<file path="config.mk">
export PLATFORM = sky130hd
export DESIGN_NAME = runlist_stream_decoder_core
export DESIGN_NICKNAME = d
export VERILOG_FILES = /design/src/rtl/rlsd_pkg.sv /design/src/rtl/runlist_stream_decoder_core.sv
export SDC_FILE = /design/constraint.sdc
export NUM_CORES = 1
export LEC_CHECK = 0
export ABC_AREA = 1
export BUFFER_PORTS_ARGS = -buffer_cell sky130_fd_sc_hd__buf_2
export CORE_UTILIZATION = 43
export CTS_CLUSTER_SIZE = 25
export DETAILED_ROUTE_END_ITERATION = 10
export GPL_TIMING_DRIVEN = 0
export PLACE_DENSITY = 0.61
export SLEW_MARGIN = 40
export SYNTH_ARGS = -nofsm -noshare
export SYNTH_HDL_FRONTEND = slang
export SYNTH_SLANG_ARGS = --single-unit
</file>
<file path="constraint.sdc">
create_clock -name clk -period 19.31 [get_ports clk]
set_input_delay 1.931 -clock clk [delete_from_list [all_inputs] [get_ports clk]]
set_output_delay 1.931 -clock clk [all_outputs]
set_load 0.1 [all_outputs]
</file>
<file path="src/rtl/rlsd_pkg.sv">
`default_nettype none

package rlsd_pkg;

	typedef enum logic [3:0] {
		PH_HEADER = 4'b0001,
		PH_LENGTH = 4'b0010,
		PH_OFFSET = 4'b0100,
		PH_IDLE   = 4'b1000
	} phase_t;

	typedef enum logic [3:0] {
		ST_OK           = 4'd0,
		ST_UNTERMINATED = 4'd1,
		ST_TOO_WIDE     = 4'd2,
		ST_SPARSE       = 4'd3,
		ST_TRUNCATED    = 4'd4,
		ST_ZERO_LENGTH  = 4'd5,
		ST_NEGATIVE     = 4'd6,
		ST_OVERFLOW     = 4'd7,
		ST_TOO_MANY     = 4'd8
	} status_t;

	// register index is byte address bit 2
	localparam logic       REG_RUN_CAPACITY = 1'b0;
	localparam logic [15:0] CAPACITY_RESET  = 16'd1024;
	localparam logic [3:0]  FIELD_MAX       = 4'd8;

	localparam int unsigned OUT_DATA_W = 152;

endpackage

`default_nettype wire

</file>
<file path="src/rtl/runlist_stream_decoder_core.sv">
`default_nettype none

// Mapping-pairs runlist decoder. Bytes enter on the s_ stream (tuser high marks the end of
// a buffer) and each completed run leaves on the m_ stream with its absolute start cluster,
// its length and the running count; a list ends with one status item flagged by tlast.
// The block takes one byte per clock unless a held result stalls it, via an input register
// and a result register; the rate is set by the run completion path, which sign-extends the
// offset, moves the cluster address and checks the run end. There is no clearing
// pass after reset. run_capacity (APB offset 0x0) should only be written while the stream
// is idle. Addresses are CLUSTER_BITS wide and are reported zero-extended to 64 bits.
module runlist_stream_decoder_core #(
	parameter int unsigned CLUSTER_BITS = 64
) (
	input  wire logic         clk,
	input  wire logic         arst_n,

	input  wire logic         psel,
	input  wire logic         penable,
	input  wire logic         pwrite,
	input  wire logic [2:0]   paddr,
	input  wire logic [31:0]  pwdata,
	output logic      [31:0]  prdata,
	output logic              pready,

	input  wire logic         s_tvalid,
	output logic              s_tready,
	input  wire logic [7:0]   s_tdata,   // data_byte
	input  wire logic         s_tuser,   // kind

	output logic              m_tvalid,
	input  wire logic         m_tready,
	// start_cluster[63:0], cluster_count[127:64], status[131:128], runs_decoded[147:132]
	output logic [rlsd_pkg::OUT_DATA_W-1:0] m_tdata,
	output logic              m_tlast    // result_kind
);

	logic [15:0] cap_q;

	logic        valid_s1;
	logic        kind_s1;
	logic [7:0]  byte_s1;

	rlsd_pkg::phase_t phase_q, phase_d;
	logic [2:0]  lsz_m1_q, lsz_m1_d;
	logic [2:0]  osz_m1_q, osz_m1_d;
	logic [2:0]  idx_q, idx_d;
	logic [63:0] count_q, count_d;
	logic [63:0] delta_q, delta_d;
	logic [CLUSTER_BITS-1:0] cur_q, cur_d;
	logic [15:0] run_q, run_d;

	logic        proc;
	logic        res_load;
	logic        res_kind;
	logic [63:0] res_start;
	logic [63:0] res_count;
	rlsd_pkg::status_t res_status;
	logic [15:0] res_runs;

	logic        out_valid_q;
	logic        out_kind_q;
	logic [63:0] out_start_q;
	logic [63:0] out_count_q;
	rlsd_pkg::status_t out_status_q;
	logic [15:0] out_runs_q;

	logic [3:0]  hdr_lsz;
	logic [3:0]  hdr_osz;
	logic [63:0] delta_full;
	logic [65:0] moved;
	logic [65:0] run_end;
	logic        is_neg;
	logic        is_ovf_move;
	logic        is_ovf_end;

	// configuration port
	assign pready = 1'b1;
	always_comb begin
		prdata = '0;
		if (paddr[2] == rlsd_pkg::REG_RUN_CAPACITY) begin
			prdata = 32'(cap_q);
		end
	end

	always_ff @(posedge clk or negedge arst_n) begin
		if (!arst_n) begin
			cap_q <= rlsd_pkg::CAPACITY_RESET;
		end else if (psel && penable && pwrite && pready &&
			paddr[2] == rlsd_pkg::REG_RUN_CAPACITY) begin
			cap_q <= pwdata[15:0];
		end
	end

	// handshake
	assign proc     = valid_s1 && (!out_valid_q || m_tready);
	assign s_tready = !valid_s1 || proc;

	always_ff @(posedge clk or negedge arst_n) begin
		if (!arst_n) begin
			valid_s1 <= 1'b0;
		end else if (s_tready) begin
			valid_s1 <= s_tvalid;
		end
	end

	always_ff @(posedge clk) begin
		if (s_tready && s_tvalid) begin
			kind_s1 <= s_tuser;
			byte_s1 <= s_tdata;
		end
	end

	assign hdr_lsz = byte_s1[3:0];
	assign hdr_osz = byte_s1[7:4];

	// offset with the incoming top byte merged and sign-extended
	always_comb begin
		delta_full = delta_q;
		for (int k = 0; k < 8; k++) begin
			if (3'(k) == idx_q) begin
				delta_full[8*k +: 8] = byte_s1;
			end else if (3'(k) > osz_m1_q && byte_s1[7]) begin
				delta_full[8*k +: 8] = 8'hff;
			end
		end
	end

	assign moved       = 66'(cur_q) + 66'($signed(delta_full));
	assign run_end     = 66'(moved[64:0]) + 66'(count_q);
	assign is_neg      = delta_full[63] && moved[65];
	assign is_ovf_move = !delta_full[63] && (|moved[64:CLUSTER_BITS]);
	assign is_ovf_end  = |run_end[65:CLUSTER_BITS];

	always_comb begin
		phase_d    = phase_q;
		lsz_m1_d   = lsz_m1_q;
		osz_m1_d   = osz_m1_q;
		idx_d      = idx_q;
		count_d    = count_q;
		delta_d    = delta_q;
		cur_d      = cur_q;
		run_d      = run_q;
		res_load   = 1'b0;
		res_kind   = 1'b1;
		res_start  = '0;
		res_count  = '0;
		res_status = rlsd_pkg::ST_OK;
		res_runs   = run_q;

		if (proc) begin
			if (kind_s1) begin
				unique case (phase_q)
					rlsd_pkg::PH_HEADER: begin
						res_load   = 1'b1;
						res_status = rlsd_pkg::ST_UNTERMINATED;
					end
					rlsd_pkg::PH_LENGTH, rlsd_pkg::PH_OFFSET: begin
						res_load   = 1'b1;
						res_status = rlsd_pkg::ST_TRUNCATED;
					end
					default: begin
					end
				endcase
				phase_d  = rlsd_pkg::PH_HEADER;
				lsz_m1_d = '0;
				osz_m1_d = '0;
				idx_d    = '0;
				count_d  = '0;
				delta_d  = '0;
				cur_d    = '0;
				run_d    = '0;
			end else begin
				unique case (phase_q)
					rlsd_pkg::PH_HEADER: begin
						priority if (byte_s1 == 8'h00) begin
							res_load   = 1'b1;
							res_status = rlsd_pkg::ST_OK;
							phase_d    = rlsd_pkg::PH_IDLE;
						end else if (hdr_lsz == 4'd0 || hdr_lsz > rlsd_pkg::FIELD_MAX ||
							hdr_osz > rlsd_pkg::FIELD_MAX) begin
							res_load   = 1'b1;
							res_status = rlsd_pkg::ST_TOO_WIDE;
							phase_d    = rlsd_pkg::PH_IDLE;
						end else if (hdr_osz == 4'd0) begin
							res_load   = 1'b1;
							res_status = rlsd_pkg::ST_SPARSE;
							phase_d    = rlsd_pkg::PH_IDLE;
						end else begin
							lsz_m1_d = 3'(hdr_lsz - 4'd1);
							osz_m1_d = 3'(hdr_osz - 4'd1);
							idx_d    = '0;
							count_d  = '0;
							delta_d  = '0;
							phase_d  = rlsd_pkg::PH_LENGTH;
						end
					end
					rlsd_pkg::PH_LENGTH: begin
						for (int k = 0; k < 8; k++) begin
							if (3'(k) == idx_q) begin
								count_d[8*k +: 8] = byte_s1;
							end
						end
						if (idx_q == lsz_m1_q) begin
							idx_d   = '0;
							phase_d = rlsd_pkg::PH_OFFSET;
						end else begin
							idx_d = idx_q + 3'd1;
						end
					end
					rlsd_pkg::PH_OFFSET: begin
						if (idx_q == osz_m1_q) begin
							idx_d    = '0;
							res_load = 1'b1;
							phase_d  = rlsd_pkg::PH_IDLE;
							priority if (count_q == 64'd0) begin
								res_status = rlsd_pkg::ST_ZERO_LENGTH;
							end else if (is_neg) begin
								res_status = rlsd_pkg::ST_NEGATIVE;
							end else if (is_ovf_move || is_ovf_end) begin
								res_status = rlsd_pkg::ST_OVERFLOW;
							end else if (run_q >= cap_q) begin
								res_status = rlsd_pkg::ST_TOO_MANY;
							end else begin
								cur_d     = moved[CLUSTER_BITS-1:0];
								run_d     = run_q + 16'd1;
								phase_d   = rlsd_pkg::PH_HEADER;
								res_kind  = 1'b0;
								res_start = 64'(moved[CLUSTER_BITS-1:0]);
								res_count = count_q;
								res_runs  = run_q + 16'd1;
							end
						end else begin
							for (int k = 0; k < 8; k++) begin
								if (3'(k) == idx_q) begin
									delta_d[8*k +: 8] = byte_s1;
								end
							end
							idx_d = idx_q + 3'd1;
						end
					end
					default: begin
					end
				endcase
			end
		end
	end

	always_ff @(posedge clk or negedge arst_n) begin
		if (!arst_n) begin
			phase_q  <= rlsd_pkg::PH_HEADER;
			lsz_m1_q <= '0;
			osz_m1_q <= '0;
			idx_q    <= '0;
			count_q  <= '0;
			delta_q  <= '0;
			cur_q    <= '0;
			run_q    <= '0;
		end else begin
			phase_q  <= phase_d;
			lsz_m1_q <= lsz_m1_d;
			osz_m1_q <= osz_m1_d;
			idx_q    <= idx_d;
			count_q  <= count_d;
			delta_q  <= delta_d;
			cur_q    <= cur_d;
			run_q    <= run_d;
		end
	end

	// result register
	always_ff @(posedge clk or negedge arst_n) begin
		if (!arst_n) begin
			out_valid_q <= 1'b0;
		end else if (res_load) begin
			out_valid_q <= 1'b1;
		end else if (m_tready) begin
			out_valid_q <= 1'b0;
		end
	end

	always_ff @(posedge clk) begin
		if (res_load) begin
			out_kind_q   <= res_kind;
			out_start_q  <= res_start;
			out_count_q  <= res_count;
			out_status_q <= res_status;
			out_runs_q   <= res_runs;
		end
	end

	assign m_tvalid = out_valid_q;
	assign m_tlast  = out_kind_q;
	assign m_tdata  = {4'b0000, out_runs_q, out_status_q, out_count_q, out_start_q};

	a_run_ok: assert property (@(posedge clk) disable iff (!arst_n)
		m_tvalid && !m_tlast |-> out_status_q == rlsd_pkg::ST_OK)
		else $error("run request with nonzero status");

	a_status_zero: assert property (@(posedge clk) disable iff (!arst_n)
		m_tvalid && m_tlast |-> out_start_q == 64'd0 && out_count_q == 64'd0)
		else $error("status request carries cluster data");

	a_run_counted: assert property (@(posedge clk) disable iff (!arst_n)
		m_tvalid && !m_tlast |-> out_runs_q != 16'd0 && out_count_q != 64'd0)
		else $error("run request with zero count");

	a_stall: assert property (@(posedge clk) disable iff (!arst_n)
		valid_s1 && m_tvalid && !m_tready |-> !s_tready && !res_load)
		else $error("input taken while result stalled");

	a_run_step: assert property (@(posedge clk) disable iff (!arst_n)
		res_load && !res_kind |=> run_q == $past(run_q) + 16'd1)
		else $error("run counter not advanced");

endmodule

`default_nettype wire
</file>
==> results of run 1 <==
state kept, by name (all words and copies together), names as in the netlist:
name          cells
byte_s1           8
cap_q            16
count_q          64
cur_q            64
delta_q          64
idx_q             3
kind_s1           1
lsz_m1_q          3
m_tlast           1
m_tvalid          1
osz_m1_q          3
out_count_q      64
out_runs_q       16
out_start_q      64
out_status_q      4
phase_q           4
run_q            16
valid_s1          1
how the worst max path moves through the flow:
stage | endpoint | cells after the start | slack, ps
after floorplan | m_tlast | 4 | 6130
after global placement | out_start_q[13] | 5 | 1310
after detailed placement | cur_q[57] | 36 | 11130
after CTS | cur_q[43] | 36 | 11090
after global routing | cur_q[43] | 36 | 10540
final | cur_q[43] | 36 | 11030
layout by cell type (no fill, tap or decap), types with 123 or more instances in the layout:
master / netlist / layout
sky130_fd_sc_hd__nand2_1: 703 / 703
sky130_fd_sc_hd__inv_1: 447 / 447
sky130_fd_sc_hd__nor2_1: 279 / 273
sky130_fd_sc_hd__dfrtp_1: 237 / 237
sky130_fd_sc_hd__o21ai_0: 237 / 236
sky130_fd_sc_hd__buf_2: 5 / 210
sky130_fd_sc_hd__a21oi_1: 166 / 166
sky130_fd_sc_hd__edfxtp_1: 158 / 158
sky130_fd_sc_hd__ha_1: 155 / 155
sky130_fd_sc_hd__nand3_1: 123 / 123
routing by layer:
layer	part of all wire, %	vias up	routed length (um)	GRT usage (%)
li1	-	10400	-	-
met1	47	10200	37600	41.2
met2	43	766	34000	40.7
met3	6.9	142	5460	3.50
met4	2.8	0	2260	7.99
met5	0	-	0	0
critical path: cells and delay by family, from the launching register on:
| family | cells | cell delay, ps |
|---|---|---|
| XOR/XNOR | 1 | 370 |
| flip-flops | 1 | 450 |
| AO/OA/AOI/OAI | 5 | 2330 |
| AND/OR/NAND/NOR | 20 | 2640 |
| adder cells (fa/ha/maj) | 4 | 1280 |
| buffers and inverters | 6 | 1060 |
report_power, final:
| part | total [uW] | switching [uW] | internal (uW) |
|---|---|---|---|
| combinational | 1440 | 1180 | 267 |
| clock | 888 | 362 | 525 |
| sequential | 1060 | 54.6 | 1000 |
| total | 3390 | 1590 | 1790 |
through the flow:
step | setup WS, ps | instance area (um^2) | hold WS (ps)
global route | 10540 | 28100 | 506
finish | 11030 | 28100 | 480
global placement | 1310 | 26400 | 464
CTS | 11090 | 28100 | 484
floorplan | 6130 | 24400 | 448
detailed placement | 11130 | 26600 | 468
area by class of cell:
class	count	share of cell area (%)
Inverter	454	6.05
Sequential cell	397	38.1
Multi-Input combinational cell	2071	40.6
Clock inverter	22	0.929
Tap cell	748	3.33
Timing Repair Buffer	223	4.38
Clock buffer	62	4.48
Antenna cell	1	0.00889
Buffer	85	2.07
logic make-up after synthesis:
group | synth area share [%]
xor gates and xnor gates | 2.12
adders and majority gates | 8.04
buffers and inverters | 9.38
other | 0.0308
muxes | 1.16
DFF | 44.0
and+or+nand+nor | 23.4
AOI/OAI and AO/OA | 11.8
==> out/summary.txt, run 1 <==
===========================================================================
Cells after synthesis                                                  2988
Number of cell rows                                                      86
Number of clock buffers inserted by TritonCTS                            45
Maximum number of pins on one net before global-route repair             67
Overflow left after global routing                                        0
Detailed-route via count                                              21500
Maximum buffer depth of the clock tree                                    3
Final count of pins violating max slew                                    0
Final critical-path required period                                 8280 ps
Remaining antenna violation count                                         0
Total GRT Usage                                                       27.4%
Worst skew pair latency                                              600 ps
Worst EP required                                                  19770 ps
Area growth from synthesis to layout                                  15.5%
First-iteration detailed-routing DRC count                             2196
Number of top-level pins                                                239
Ranking of synthesized cells by instance count                 sky130_fd_sc_hd__nand2_1 (703), sky130_fd_sc_hd__inv_1 (447), sky130_fd_sc_hd__nor2_1 (279)
Leading cell types by total area after synthesis               sky130_fd_sc_hd__dfrtp_1 (24%), sky130_fd_sc_hd__edfxtp_1 (19%), sky130_fd_sc_hd__nand2_1 (11%), sky130_fd_sc_hd__ha_1 (8.0%), sky130_fd_sc_hd__inv_1 (6.9%)
Storage cell area                                                10700 um^2
Total routed wirelength                                            79300 um
Total standard cell area after synthesis                         24400 um^2
Proportion of layout cells with a drive suffix above 1                13.6%
Launching element of the worst setup path                          idx_q[0]
H-tree levels                                                             2
Peak per-stage delay on the critical path                            700 ps
Clock Pin Slew Worst Setup and Hold Paths                             60 ps
Die height                                                           240 um
Count of synthesis-stage warnings from yosys                              0
Startpoint kind of the worst setup timing path                     register
Detailed-router iteration count before antenna repair                     7
Global-route wire length before repair                            118000 um
Slew @ Worst Pin                                                     892 ps
Routed len/inst                                                     19.5 um
Most repeated cell in the gate-level netlist after synthesis   sky130_fd_sc_hd__nand2_1
Worst IR Drop VDD                                                 0.0994 mV
Placed Cells                                                           3978
RSZ-0062 raised after global routing                                  false
Status                                                         finished, final reports clean
WHS Path Cells                                                            2
Total of fill cells in the finished design                             5459
TritonCTS clock tree                                                  built
Vias per inst                                                          5.30
Chip Width                                                           240 um
Start point of the worst min-delay path                           cur_q[11]
Initial antenna violation count                                           0
Number of flops mapped to enable cells by yosys                         158
Netlist cell types                                                       55
Top FF cell, synth                                             sky130_fd_sc_hd__dfrtp_1
Number of flip-flops and latches in the synthesized netlist             397
Minimum setup slack among reg-to-reg paths                         11030 ps
CTS hold repair buffers                                                   0
Number of cells on the worst reg-to-reg path                             36
Count of port buffers added during placement                            198
WHS Endpoint                                                      cur_q[11]
Area of the die                                                  57600 um^2
Starting density of the core                                          43.9%
Max-capacitance violation count                                           0
Total negative slack                                                   0 ps
Final instance count without filler cells                              4063
Final cycle utilization of the critical path                          42.9%
Final routed DRC violation total                                          0
Power Total                                                         3390 uW
Net count, final                                                       3484
Placer Congestion                                                     0.994
End of the worst register-to-register path                        cur_q[43]
Area of combinational cells with multiple inputs                 11400 um^2
Number of buffers added for setup after CTS                               0
Worst Hold Class                                               register to register
CP max FO                                                                10
Achievable Freq                                                     121 MHz
Category of the worst setup path capture point                     register
Sum of net half-perimeters after detailed placement                64600 um
Sequential share of the synthesized area                              44.0%
Final core utilization                                                50.7%
Number of global-route vias before repair                             20100
Final setup fails                                                         0
Leak                                                              0.0139 uW
Post-synth ARST share                                                 60.2%
Count of cells resized by post-cts repair                                 0
Hold Vio Cnt, Final                                                       0
Clock tree root buffer cell                                    sky130_fd_sc_hd__clkbuf_16
Post-synth top area share                                             24.3%
CORE AREA                                                        55500 um^2
Clock sink total                                                        397
Critical path start-end classification                         register to register
Top cell type by total area after synthesis                    sky130_fd_sc_hd__dfrtp_1
Pwr per Cell Area                                               120 nW/um^2
Post-synthesis average cell area                                  8.15 um^2
Most used cell along the critical path                         sky130_fd_sc_hd__nand2_1
Slowest CP cell                                                sky130_fd_sc_hd__o21ai_0
Final clock skew                                                    19.2 ps
Reg2reg start                                                      idx_q[0]
Arrival time at the worst endpoint                                  8750 ps
Worst max-slew margin expressed relative to the limit                 40.3%
===========================================================================
Note: power is estimated with default switching activity, not from simulation.
==> run 2: changes to the inputs <==
- clock period: 19.31 -> 7.8 ns (I/O delays scaled with it)
==> out/summary.txt, run 2 (synthesized netlist as in run 1, its figures left out) <==
=====================================================================================
Category of the worst setup path capture point                               register
Startpoint kind of the worst setup timing path                               register
Area growth from synthesis to layout                                            15.4%
Number of buffers added for setup after CTS                                         0
Reg2reg start                                                                idx_q[0]
Peak per-stage delay on the critical path                                      520 ps
First-iteration detailed-routing DRC count                                       1978
Worst IR Drop VDD                                                            0.205 mV
Slew @ Worst Pin                                                               840 ps
Count of cells resized by post-cts repair                                           2
TritonCTS clock tree                                                            built
Final cycle utilization of the critical path                                    94.0%
Worst EP required                                                             8280 ps
Hold Vio Cnt, Final                                                                 0
Starting density of the core                                                    43.9%
Minimum setup slack among reg-to-reg paths                                     460 ps
Total GRT Usage                                                                 27.8%
Number of global-route vias before repair                                       20400
Area of combinational cells with multiple inputs                           11500 um^2
Most used cell along the critical path                                   sky130_fd_sc_hd__nand2_1
Vias per inst                                                                    5.30
Number of cell rows                                                                86
Pwr per Cell Area                                                         297 nW/um^2
Storage cell area                                                          10700 um^2
Final count of pins violating max slew                                              0
Remaining antenna violation count                                                   0
Detailed-route via count                                                        21500
Worst Hold Class                                                         input port to async pin
CTS hold repair buffers                                                             0
Die height                                                                     240 um
Worst skew pair latency                                                        590 ps
Launching element of the worst setup path                                    idx_q[0]
Final routed DRC violation total                                                    0
CP max FO                                                                          10
Initial antenna violation count                                                     5
H-tree levels                                                                       2
Slowest CP cell                                                          sky130_fd_sc_hd__o21ai_0
Arrival time at the worst endpoint                                            7820 ps
Most frequent standard cell in the layout excluding fill and tap cells   sky130_fd_sc_hd__nand2_1
Clock tree root buffer cell                                              sky130_fd_sc_hd__clkbuf_16
Total routed wirelength                                                      80100 um
Status                                                                   finished, final reports clean
Cell area after placement                                                  26600 um^2
Worst max-slew margin expressed relative to the limit                           43.8%
Setup slack after layout                                                       465 ps
Global-route wire length before repair                                      120000 um
Post-place setup slack                                                        -293 ps
Sum of net half-perimeters after detailed placement                          65200 um
Final setup fails                                                                   0
Maximum number of pins on one net before global-route repair                       66
Routed len/inst                                                               19.7 um
Achievable Freq                                                               136 MHz
RSZ-0062 raised after global routing                                            false
Count of port buffers added during placement                                      198
Number of clock buffers inserted by TritonCTS                                      45
Critical path start-end classification                                   register to register
Net count, final                                                                 3474
CORE AREA                                                                  55500 um^2
Area of the die                                                            57600 um^2
Max-capacitance violation count                                                     0
Commonest non-fill, non-tap cells in the layout                          sky130_fd_sc_hd__nand2_1 (703), sky130_fd_sc_hd__inv_1 (447), sky130_fd_sc_hd__nor2_1 (271)
Final clock skew                                                              23.0 ps
Proportion of layout cells with a drive suffix above 1                          13.7%
Chip Width                                                                     240 um
Final standard cell area without fillers                                   28100 um^2
Clock Pin Slew Worst Setup and Hold Paths                                       60 ps
Final critical-path required period                                           7340 ps
Overflow left after global routing                                                  0
Leak                                                                        0.0139 uW
Placer Congestion                                                               0.955
Maximum buffer depth of the clock tree                                              3
Number of top-level pins                                                          239
Clock sink total                                                                  397
Total of fill cells in the finished design                                       5436
Final core utilization                                                          50.6%
Detailed-router iteration count before antenna repair                               7
=====================================================================================
[run 2: changes by cell type in the layout (fill, tap and decap cells not counted), moves of 3 or more]
cell                        previous run  this run
sky130_fd_sc_hd__buf_2               210       202
sky130_fd_sc_hd__buf_4                35        26
sky130_fd_sc_hd__buf_6                14        21
sky130_fd_sc_hd__bufinv_16             5         2
sky130_fd_sc_hd__clkbuf_1             50        44
sky130_fd_sc_hd__clkinv_4              0         3
sky130_fd_sc_hd__o21ai_0             236       230
sky130_fd_sc_hd__o21ai_1               3         6
sky130_fd_sc_hd__o21ai_2               1         4
[run 2: path summary, 6_finish.rpt]
kind,depth (start not counted),to
worst min-delay path,1,cap_q[13]
worst min register to register,2,cur_q[13]
worst max register to register,36,phase_q[0]
max in group asynchronous,3,cur_q[8]
worst max-delay path,36,phase_q[0]
min in group clk,1,byte_s1[0]
[run 2: cell type report]
type / instances / share of cell area, %
multi-input combinational: 2071 / 40.8
sequential: 397 / 38.2
inverter: 454 / 6.06
clock buffer: 61 / 4.62
timing repair buffer: 214 / 4.33
tap: 748 / 3.33
buffer: 84 / 2.06
clock inverter: 23 / 0.623
antenna: 2 / 0.0178
[run 2: power breakdown]
group          switching, uW  internal (uW)
logic                   2960            662
clock network            878           1230
registers                134           2480
[run 2: routing by layer]
metal	global-route usage, %	vias up	share of wire, %
met3	6.02	144	8.0
met5	0	-	0.012
met2	39.5	787	41
met1	40.8	10200	47
li1	-	10400	-
met4	10.8	2	3.9
[run 2: worst max-delay path, delay by kind of cell, from the launching register on]
kind	cells	cell delay (ps)
buffers and inverters	7	1160
DFF	1	450
and+or+nand+nor	20	2890
AOI/OAI and AO/OA	5	1370
adders and majority gates	3	830
xor gates and xnor gates	1	510
[run 2: per-stage QoR]
stage / power [uW] / cells / hold WS (ps) / TNS, ps
after floorplan: 5270 / 3007 / 448 / 0
after global placement: 6180 / 3953 / 463 / -526250
after detailed placement: 6220 / 3969 / 471 / -42190
after CTS: 8350 / 4053 / 93.6 / 0
after global routing: 8700 / 4052 / 112 / 0
final: 8340 / 4054 / 96.2 / 0
